<file path="src/sv/csvft_pkg.sv">
package csvft_pkg;

  localparam int CHAR_W        = 8;
  localparam int COUNT_W       = 9;
  localparam int COL_IDX_W     = 8;
  localparam int KIND_W        = 2;
  localparam int STATUS_W      = 2;
  localparam int CFG_IDX_W     = 2;
  localparam int CFG_DATA_W    = 9;
  localparam int MAX_COLUMNS_DEF = 256;

  localparam logic [CHAR_W-1:0]  SEPARATOR_RESET = 8'd44;
  localparam logic [CHAR_W-1:0]  PROTECTOR_RESET = 8'd34;
  localparam logic [COUNT_W-1:0] COLUMN_COUNT_RESET = 9'd1;

  typedef enum logic [KIND_W-1:0] {
    KIND_CHAR  = 2'd0,
    KIND_FIELD = 2'd1,
    KIND_LAST  = 2'd2
  } kind_t;

  typedef enum logic [STATUS_W-1:0] {
    STATUS_OK    = 2'd0,
    STATUS_LONG  = 2'd1,
    STATUS_SHORT = 2'd2
  } status_t;

  typedef enum logic [CFG_IDX_W-1:0] {
    REG_SEPARATOR    = 2'd0,
    REG_PROTECTOR    = 2'd1,
    REG_COLUMN_COUNT = 2'd2
  } cfg_reg_t;

  typedef struct packed {
    logic [CHAR_W-1:0]  separator_char;
    logic [CHAR_W-1:0]  protector_char;
    logic [COUNT_W-1:0] column_count;
  } cfg_t;

  typedef struct packed {
    kind_t                kind;
    logic [CHAR_W-1:0]    char_value;
    logic [COL_IDX_W-1:0] column_index;
    logic                 was_protected;
    logic                 was_empty;
    status_t              status;
  } result_t;

endpackage

</file>
<file path="src/sv/csvft_if.sv">
interface csvft_byte_if;
  import csvft_pkg::*;
  logic              valid;
  logic              ready;
  logic [CHAR_W-1:0] data_byte;
  logic              line_end;
  modport source(output valid, data_byte, line_end, input ready);
  modport sink(input valid, data_byte, line_end, output ready);
endinterface

interface csvft_token_if;
  import csvft_pkg::*;
  logic                 valid;
  logic                 ready;
  logic [KIND_W-1:0]    kind;
  logic [CHAR_W-1:0]    char_value;
  logic [COL_IDX_W-1:0] column_index;
  logic                 was_protected;
  logic                 was_empty;
  logic [STATUS_W-1:0]  status;
  modport source(output valid, kind, char_value, column_index, was_protected,
                 was_empty, status, input ready);
  modport sink(input valid, kind, char_value, column_index, was_protected,
               was_empty, status, output ready);
endinterface

interface csvft_cfg_if;
  import csvft_pkg::*;
  logic                  valid;
  logic                  ready;
  logic [CFG_IDX_W-1:0]  index;
  logic [CFG_DATA_W-1:0] data;
  modport source(output valid, index, data, input ready);
  modport sink(input valid, index, data, output ready);
endinterface

</file>
<file path="src/sv/csvft_cfg_regs.sv">
module csvft_cfg_regs (
  input  logic          clk,
  input  logic          rst,
  csvft_cfg_if.sink     cfg,
  output csvft_pkg::cfg_t regs
);
  import csvft_pkg::*;

  cfg_t regs_q;

  assign cfg.ready = 1'b1;
  assign regs      = regs_q;

  always_ff @(posedge clk) begin
    if (rst) begin
      regs_q.separator_char <= SEPARATOR_RESET;
      regs_q.protector_char <= PROTECTOR_RESET;
      regs_q.column_count   <= COLUMN_COUNT_RESET;
    end else if (cfg.valid) begin
      // Writes to an index past the last register are dropped.
      unique case (cfg.index)
        REG_SEPARATOR:    regs_q.separator_char <= cfg.data[CHAR_W-1:0];
        REG_PROTECTOR:    regs_q.protector_char <= cfg.data[CHAR_W-1:0];
        REG_COLUMN_COUNT: regs_q.column_count   <= cfg.data[COUNT_W-1:0];
        default: ;
      endcase
    end
  end

endmodule

</file>
<file path="src/sv/csvft_core.sv">
module csvft_core #(
  parameter int MAX_COLUMNS = csvft_pkg::MAX_COLUMNS_DEF
) (
  input  logic                        clk,
  input  logic                        rst,
  input  logic                        accept,
  input  logic [csvft_pkg::CHAR_W-1:0] data_byte,
  input  logic                        line_end,
  input  csvft_pkg::cfg_t             regs,
  output logic                        res_valid,
  output csvft_pkg::result_t          res
);
  import csvft_pkg::*;

  localparam int CW   = $clog2(MAX_COLUMNS + 2);
  localparam int CMPW = (CW > COUNT_W) ? CW : COUNT_W;
  localparam logic [CW-1:0] COUNT_MAX = CW'(MAX_COLUMNS + 1);

  logic          inside_text, inside_text_next;
  logic          pending_protector, pending_protector_next;
  logic          closed_last, closed_last_next;
  logic          field_empty, field_empty_next;
  logic [CW-1:0] column_counter, column_counter_next;
  logic          error_sticky, error_sticky_next;

  logic          is_prot, is_sep, literal_prot;
  logic          inside_eff, closed_eff;
  logic [CW-1:0] counter_inc, total;
  status_t       line_status;

  assign is_prot      = (data_byte == regs.protector_char);
  assign is_sep       = (data_byte == regs.separator_char);
  assign literal_prot = pending_protector && !line_end && is_prot;
  // A held protector that is not doubled closes the protected text.
  assign inside_eff   = pending_protector ? 1'b0 : inside_text;
  assign closed_eff   = pending_protector ? 1'b1 : closed_last;
  assign counter_inc  = (column_counter < COUNT_MAX) ? column_counter + 1'b1
                                                     : column_counter;
  assign total        = inside_eff ? column_counter : counter_inc;

  always_comb begin
    if (CMPW'(total) > CMPW'(regs.column_count)) begin
      line_status = STATUS_LONG;
    end else if (CMPW'(total) < CMPW'(regs.column_count)) begin
      line_status = STATUS_SHORT;
    end else begin
      line_status = STATUS_OK;
    end
  end

  always_comb begin
    inside_text_next       = inside_text;
    pending_protector_next = pending_protector;
    closed_last_next       = closed_last;
    field_empty_next       = field_empty;
    column_counter_next    = column_counter;
    error_sticky_next      = error_sticky;
    res_valid              = 1'b0;
    res                    = '0;
    res.kind               = KIND_CHAR;
    res.status             = STATUS_OK;
    if (!error_sticky) begin
      pending_protector_next = 1'b0;
      inside_text_next       = inside_eff;
      closed_last_next       = closed_eff;
      priority if (literal_prot) begin
        inside_text_next  = inside_text;
        closed_last_next  = closed_last;
        field_empty_next  = 1'b0;
        res_valid         = 1'b1;
        res.char_value    = regs.protector_char;
      end else if (line_end) begin
        res_valid           = 1'b1;
        res.kind            = KIND_LAST;
        res.column_index    = COL_IDX_W'(column_counter);
        res.was_protected   = closed_eff;
        res.was_empty       = field_empty;
        res.status          = line_status;
        error_sticky_next   = (line_status != STATUS_OK);
        inside_text_next    = 1'b0;
        closed_last_next    = 1'b0;
        field_empty_next    = 1'b1;
        column_counter_next = '0;
      end else if (!inside_eff && is_sep) begin
        res_valid           = 1'b1;
        res.kind            = KIND_FIELD;
        res.column_index    = COL_IDX_W'(column_counter);
        res.was_protected   = closed_eff;
        res.was_empty       = field_empty;
        column_counter_next = counter_inc;
        closed_last_next    = 1'b0;
        field_empty_next    = 1'b1;
      end else if (is_prot) begin
        if (inside_eff) begin
          pending_protector_next = 1'b1;
        end else begin
          closed_last_next = 1'b0;
          inside_text_next = 1'b1;
        end
      end else begin
        field_empty_next = 1'b0;
        res_valid        = 1'b1;
        res.char_value   = data_byte;
      end
    end
  end

  always_ff @(posedge clk) begin
    if (rst) begin
      inside_text       <= 1'b0;
      pending_protector <= 1'b0;
      closed_last       <= 1'b0;
      field_empty       <= 1'b1;
      column_counter    <= '0;
      error_sticky      <= 1'b0;
    end else if (accept) begin
      inside_text       <= inside_text_next;
      pending_protector <= pending_protector_next;
      closed_last       <= closed_last_next;
      field_empty       <= field_empty_next;
      column_counter    <= column_counter_next;
      error_sticky      <= error_sticky_next;
    end
  end

endmodule

</file>
<file path="src/sv/csvft_out_reg.sv">
module csvft_out_reg (
  input  logic               clk,
  input  logic               rst,
  input  logic               load,
  input  logic               res_valid,
  input  csvft_pkg::result_t res,
  output logic               can_load,
  csvft_token_if.source      tokens
);
  import csvft_pkg::*;

  logic    valid;
  result_t data;

  // A new word may enter when no word is held or the held one leaves in the same cycle.
  assign can_load = !valid || tokens.ready;

  always_ff @(posedge clk) begin
    if (rst) begin
      valid <= 1'b0;
    end else if (load) begin
      valid <= res_valid;
    end else if (tokens.ready) begin
      valid <= 1'b0;
    end
  end

  always_ff @(posedge clk) begin
    if (load) begin
      data <= res;
    end
  end

  assign tokens.valid         = valid;
  assign tokens.kind          = data.kind;
  assign tokens.char_value    = data.char_value;
  assign tokens.column_index  = data.column_index;
  assign tokens.was_protected = data.was_protected;
  assign tokens.was_empty     = data.was_empty;
  assign tokens.status        = data.status;

endmodule

</file>
<file path="src/sv/csv_field_tokenizer_unit.sv">
// Splits a line of delimited text into fields at one byte per clock. Each
// accepted byte word gives at most one token word: a content character, a
// field end (column index, closed-by-protection flag, empty flag) or, for the
// line-end word, the last field end with the line status against the
// configured column count. A new byte is taken every cycle as long as the
// token register is free or being emptied. A protector inside protected
// text is held and resolved by the next word, so it produces its token one
// word later. After a line with a bad column count every further word is
// consumed without output until reset. Configuration registers must be
// written only while the block is idle; the block does not enforce this.
module csv_field_tokenizer_unit #(
  parameter int MAX_COLUMNS = csvft_pkg::MAX_COLUMNS_DEF
) (
  input  logic          clk,
  input  logic          rst,
  csvft_byte_if.sink    bytes,
  csvft_token_if.source tokens,
  csvft_cfg_if.sink     cfg
);
  import csvft_pkg::*;

  cfg_t    regs;
  result_t res;
  logic    res_valid;
  logic    can_load;
  logic    accept;

  assign bytes.ready = can_load;
  assign accept      = bytes.valid && can_load;

  csvft_cfg_regs u_cfg (
    .clk  (clk),
    .rst  (rst),
    .cfg  (cfg),
    .regs (regs)
  );

  csvft_core #(
    .MAX_COLUMNS (MAX_COLUMNS)
  ) u_core (
    .clk       (clk),
    .rst       (rst),
    .accept    (accept),
    .data_byte (bytes.data_byte),
    .line_end  (bytes.line_end),
    .regs      (regs),
    .res_valid (res_valid),
    .res       (res)
  );

  csvft_out_reg u_out (
    .clk       (clk),
    .rst       (rst),
    .load      (accept),
    .res_valid (res_valid),
    .res       (res),
    .can_load  (can_load),
    .tokens    (tokens)
  );

endmodule
</file>
<file path="src/flat_wrapper.sv">
// flat-port wrapper written by rule: the top's interface ports become plain ports
module csv_field_tokenizer_unit_flat import csvft_pkg::*;
#(
  parameter int MAX_COLUMNS = csvft_pkg::MAX_COLUMNS_DEF
)
  (clk, rst, bytes_valid, bytes_data_byte, bytes_line_end, bytes_ready, tokens_valid, tokens_kind, tokens_char_value, tokens_column_index, tokens_was_protected, tokens_was_empty, tokens_status, tokens_ready, cfg_valid, cfg_index, cfg_data, cfg_ready);
  csvft_byte_if bytes_i ();
  csvft_token_if tokens_i ();
  csvft_cfg_if cfg_i ();
  input  logic clk;
  input  logic rst;
  input wire logic [$bits(bytes_i.valid)-1:0] bytes_valid;
  input wire logic [$bits(bytes_i.data_byte)-1:0] bytes_data_byte;
  input wire logic [$bits(bytes_i.line_end)-1:0] bytes_line_end;
  output wire logic [$bits(bytes_i.ready)-1:0] bytes_ready;
  output wire logic [$bits(tokens_i.valid)-1:0] tokens_valid;
  output wire logic [$bits(tokens_i.kind)-1:0] tokens_kind;
  output wire logic [$bits(tokens_i.char_value)-1:0] tokens_char_value;
  output wire logic [$bits(tokens_i.column_index)-1:0] tokens_column_index;
  output wire logic [$bits(tokens_i.was_protected)-1:0] tokens_was_protected;
  output wire logic [$bits(tokens_i.was_empty)-1:0] tokens_was_empty;
  output wire logic [$bits(tokens_i.status)-1:0] tokens_status;
  input wire logic [$bits(tokens_i.ready)-1:0] tokens_ready;
  input wire logic [$bits(cfg_i.valid)-1:0] cfg_valid;
  input wire logic [$bits(cfg_i.index)-1:0] cfg_index;
  input wire logic [$bits(cfg_i.data)-1:0] cfg_data;
  output wire logic [$bits(cfg_i.ready)-1:0] cfg_ready;
  assign bytes_i.valid = bytes_valid;
  assign bytes_i.data_byte = bytes_data_byte;
  assign bytes_i.line_end = bytes_line_end;
  assign bytes_ready = bytes_i.ready;
  assign tokens_valid = tokens_i.valid;
  assign tokens_kind = tokens_i.kind;
  assign tokens_char_value = tokens_i.char_value;
  assign tokens_column_index = tokens_i.column_index;
  assign tokens_was_protected = tokens_i.was_protected;
  assign tokens_was_empty = tokens_i.was_empty;
  assign tokens_status = tokens_i.status;
  assign tokens_i.ready = tokens_ready;
  assign cfg_i.valid = cfg_valid;
  assign cfg_i.index = cfg_index;
  assign cfg_i.data = cfg_data;
  assign cfg_ready = cfg_i.ready;
  csv_field_tokenizer_unit #(.MAX_COLUMNS(MAX_COLUMNS)) u_core (.clk(clk), .rst(rst), .bytes(bytes_i), .tokens(tokens_i), .cfg(cfg_i));
endmodule
</file>
<file path="config.mk">
export PLATFORM = sky130hd
export DESIGN_NAME = csv_field_tokenizer_unit_flat
export DESIGN_NICKNAME = d
export VERILOG_FILES = /design/src/sv/csvft_pkg.sv /design/src/sv/csvft_if.sv /design/src/sv/csvft_cfg_regs.sv /design/src/sv/csvft_core.sv /design/src/sv/csvft_out_reg.sv /design/src/sv/csv_field_tokenizer_unit.sv /design/src/flat_wrapper.sv
export SDC_FILE = /design/constraint.sdc
export NUM_CORES = 1
export LEC_CHECK = 0
export ABC_CLOCK_PERIOD_IN_PS = 2500
export BUFFER_PORTS_ARGS = -buffer_cell sky130_fd_sc_hd__buf_2
export CAP_MARGIN = 20
export CORE_ASPECT_RATIO = 0.5
export CORE_MARGIN = 2
export CORE_UTILIZATION = 50
export CTS_BUF_LIST = sky130_fd_sc_hd__clkbuf_16
export CTS_CLUSTER_SIZE = 20
export DETAILED_ROUTE_END_ITERATION = 8
export PLACE_DENSITY = 0.83
export SETUP_SLACK_MARGIN = 0.15
export SLEW_MARGIN = 20
export SYNTH_ARGS = -nofsm -noshare
export SYNTH_HDL_FRONTEND = slang
export SYNTH_HIERARCHICAL = 1
export SYNTH_SLANG_ARGS = --single-unit
</file>
<file path="constraint.sdc">
create_clock -name clk -period 2.5 [get_ports clk]
set_input_delay 0.125 -clock clk [delete_from_list [all_inputs] [get_ports clk]]
set_output_delay 0.125 -clock clk [all_outputs]
set_load 0.05 [all_outputs]
</file>
==> summary.txt <==
Setup path
  – CP Launch Type: flip-flop
  – CP arrival: 2.73 ns
  – RR Startpoint: u_core/u_core/column_counter[6]
  – FF-to-FF path depth: 12
  – R2R Setup Slk: -0.15 ns
  – CP max FO: 3
  – Max stage delay on crit path: 0.54 ns
  – Critical Path RT: 2.58 ns
  – Crit path buffers/inverters: 1
  – Max stage delay cell, worst path: or4_4
  – CP delay by family, top: simple AND/OR/NAND/NOR gates
  – Crit-path cells: or4_4, o21ai_4, nand2_2, buf_4, xor2_1, ha_2, nor2b_2, o21ai_1, nand2b_1, a21oi_2, o211ai_1, and3_1
  – FF-to-FF End: u_core/u_out/tokens.status[0]
  – CP Class: reg -> reg
  – Crit. End Element: flip-flop

Clock tree
  – CTS root buf: clkbuf_16
  – Worst-Skew Late Latency: 0.33 ns
  – TritonCTS Buffers: 9
  – Clock Tree Buf Depth: 2
  – H-tree levels: 3
  – CTS Sinks: 62
  – CTS tree: yes
  – Post-CTS Hold Buffers: 0
  – Register clock-pin slew on the reported worst setup and hold paths: 0.05 ns

Floorplanning
  – DIE HEIGHT: 62.0 um
  – I/O pin cnt: 50
  – Die area: 7430 sq um
  – Die W: 120 um
  – Placement Rows: 21
  – Initial core utilization: 0.510
  – Core area: 6600 sq um

Routing
  – Vias: 2791
  – Final WL: 7920 um
  – First DRT Iteration DRCs: 266
  – Pre-antenna DRT Iters: 5
  – Antenna Nets Post-Route: 0
  – Routed len/inst: 15.6 um
  – Via/cell ratio: 5.50
  – DRC viols: 0

Placed design
  – Post-DP HPWL: 5320 um
  – Final Wtd Congestion: 0.899
  – Port Buf Inserts: 48
  – DP Worst Slack: -0.0711 ns

Synth
  – Share of the yosys chip area belonging to registers: 0.435
  – Mapped Cells: 345
  – Syn nets: 380
  – Most used DFF post-synth: dfxtp_1
  – #FFs+latches synth: 62
  – Syn Std Cell Area: 3360 sq um
  – Yosys warns: 6
  – Synth unique cells: 55
  – Number of synthesized flops with an enable pin: 22
  – Syn avg cell area: 9.74 sq um
  – Ys async rst share: 0

Global route
  – Global-route wire length before repair: 12000 um
  – Routing usage on met1: 0.278
  – Layer with the highest usage: met2
  – Vias in the first global route: 2451
  – Total grt overflow: 0
  – Antenna violations before repair: 0
  – Largest net degree at the start of global routing: 56
  – GR Util met2: 0.346
  – GRT Total Usage: 0.214
  – Grt met3 use: 0.0611

Timing
  – Clock period minus worst slack: 2.65 ns
  – Final period util: 1.06
  – Clk_skew: 0.00315 ns
  – Slack of the critical path: -0.148 ns
  – RSZ-0062 raised after global routing: yes
  – Final Hold Viols: 0
  – Max Slew Vio Count: 0
  – Final setup violation count: 3
  – Setup TNS: -0.307 ns
  – Max Fclk: 378 MHz
  – Hold_ws: 0.0695 ns
  – Max-slew headroom: 0.438
  – Slew @ Worst Pin: 0.844 ns

Min path
  – Min-Delay Path Class: in -> reg
  – Worst Hold Depth: 3
  – Hold EP: u_core/u_cfg/regs[19]
  – Hold_sp: cfg_data[2]

Flow run
  – Max_cap viols: 0

Finish
  – Post-layout util: 0.627
  – Layout cell share with drive strength beyond 1: 0.267
  – N_diodes: 0
  – Area growth, synth to finish: 23.0%
  – Post-layout net count: 445

Pwr
  – VDD IR max: 345 uV
  – Power per cell area: 626 nW/um^2
  – Pleak: 1.74 nW

Status
  – Status: finished, violations left
  – Failing checks: setup timing
## metal layers
layer / share of wire / vias up
met5: 0 / -
met4: 0.018 / 0
met3: 0.075 / 18
met2: 0.45 / 108
met1: 0.45 / 1310
li1: - / 1355
## cells by family (layout without fill, tap and decap cells)
logic type               after synthesis  in the layout  share of synthesized area
AO/OA/AOI/OAI                         51             51                      0.107
XOR/XNOR                              23             23                     0.0599
adder cells (fa/ha/maj)               10             10                     0.0372
buffers and inverters                 32            102                     0.0417
flip-flops                            62             62                      0.435
multiplexers                          25             25                     0.0745
other                                  1              1                    0.00112
AND/OR/NAND/NOR                      141            141                      0.243
## where the power goes
part           switching [mW]  internal, mW
registers              0.0253          1.09
clock network           0.422         0.713
logic                   0.226         0.108
total                   0.673          1.91
## cells in the final DEF (no fill, tap or decap), types with 8 or more instances in the layout
master,instances
a21oi_1,13
a22oi_1,8
buf_2,48
buf_4,25
clkbuf_16,10
dfxtp_1,38
edfxtp_1,22
ha_1,8
inv_1,13
mux2i_1,25
nand2_1,13
nand2b_1,31
nand3_1,8
nor2_1,28
xnor2_1,19
## state kept, by name, indices dropped and copies added, names as in the netlist
register	flops
u_core/u_cfg/regs	25
u_core/u_core/closed_last	1
u_core/u_core/column_counter	9
u_core/u_core/error_sticky	1
u_core/u_core/field_empty	1
u_core/u_core/inside_text	1
u_core/u_core/pending_protector	1
u_core/u_out/tokens.char_value	8
u_core/u_out/tokens.column_index	8
u_core/u_out/tokens.kind	2
u_core/u_out/tokens.status	2
u_core/u_out/tokens.valid	1
u_core/u_out/tokens.was_empty	1
u_core/u_out/tokens.was_protected	1
## per-stage QoR
stage | total power [mW] | std cells | cell area, sq um
floorplan | 1.38 | 345 | 3370
global placement | 1.46 | 488 | 3800
detailed placement | 1.46 | 488 | 3800
CTS | 2.59 | 507 | 4100
global route | 2.68 | 507 | 4130
finish | 2.59 | 507 | 4130
## Yosys cell counts, types with 4 or more instances
| cell | number | area [sq um] |
|---|---|---|
| and3b_1 | 4 | 35.0 |
| edfxtp_1 | 22 | 661 |
| nor3_1 | 6 | 30.0 |
| ha_1 | 10 | 125 |
| nor2_1 | 29 | 109 |
| inv_1 | 12 | 45.0 |
| xor2_1 | 4 | 35.0 |
| clkbuf_1 | 8 | 30.0 |
| nand2_1 | 14 | 52.6 |
| or3_1 | 5 | 31.3 |
| mux2i_1 | 25 | 250 |
| and2_1 | 8 | 50.1 |
| buf_2 | 7 | 35.0 |
| a21oi_1 | 15 | 75.1 |
| nand4_1 | 6 | 37.5 |
| xnor2_1 | 19 | 166 |
| nor2b_1 | 5 | 31.3 |
| o21ai_0 | 9 | 45.0 |
| nand2b_1 | 31 | 194 |
| and3_1 | 5 | 31.3 |
| dfxtp_1 | 40 | 801 |
| nand3_1 | 8 | 40.0 |
| a22oi_1 | 8 | 60.1 |
## area by class of cell
type	count	area, sq um
inverter	13	48.8
clock inverter	6	26.3
multi-input combinational	251	1800
tap	92	115
sequential	62	1460
clock buffer	10	250
fill	543	2460
timing repair buffer	73	428
## worst min-delay path, delay by kind of cell
family | cells | cell delay [ns]
buffers and inverters | 1 | 0.09
multiplexers | 1 | 0.10
AND/OR/NAND/NOR | 1 | 0.04
## how the worst max path moves through the flow
stage / to / depth (start not counted) / start
global placement: u_core/u_out/tokens.status[0] / 12 / u_core/u_core/column_counter[3]
floorplan: u_core/u_out/tokens.status[0] / 13 / u_core/u_core/column_counter[3]
global route: u_core/u_out/tokens.status[0] / 12 / u_core/u_core/column_counter[6]
finish: u_core/u_out/tokens.status[0] / 12 / u_core/u_core/column_counter[6]
detailed placement: u_core/u_out/tokens.status[0] / 11 / u_core/u_core/column_counter[2]
CTS: u_core/u_out/tokens.status[0] / 12 / u_core/u_core/column_counter[3]
## timing repair
| item | in CTS | in global routing |
|---|---|---|
| gates resized for setup | 3 | 7 |
| pin swaps | 1 | 4 |
| setup endpoints to repair | 3 | 7 |
| hold endpoints to repair | 0 | 0 |
| cloned | 0 | 0 |
| buffers inserted | 3 | 0 |
Note: power is estimated with default switching activity, not from simulation.
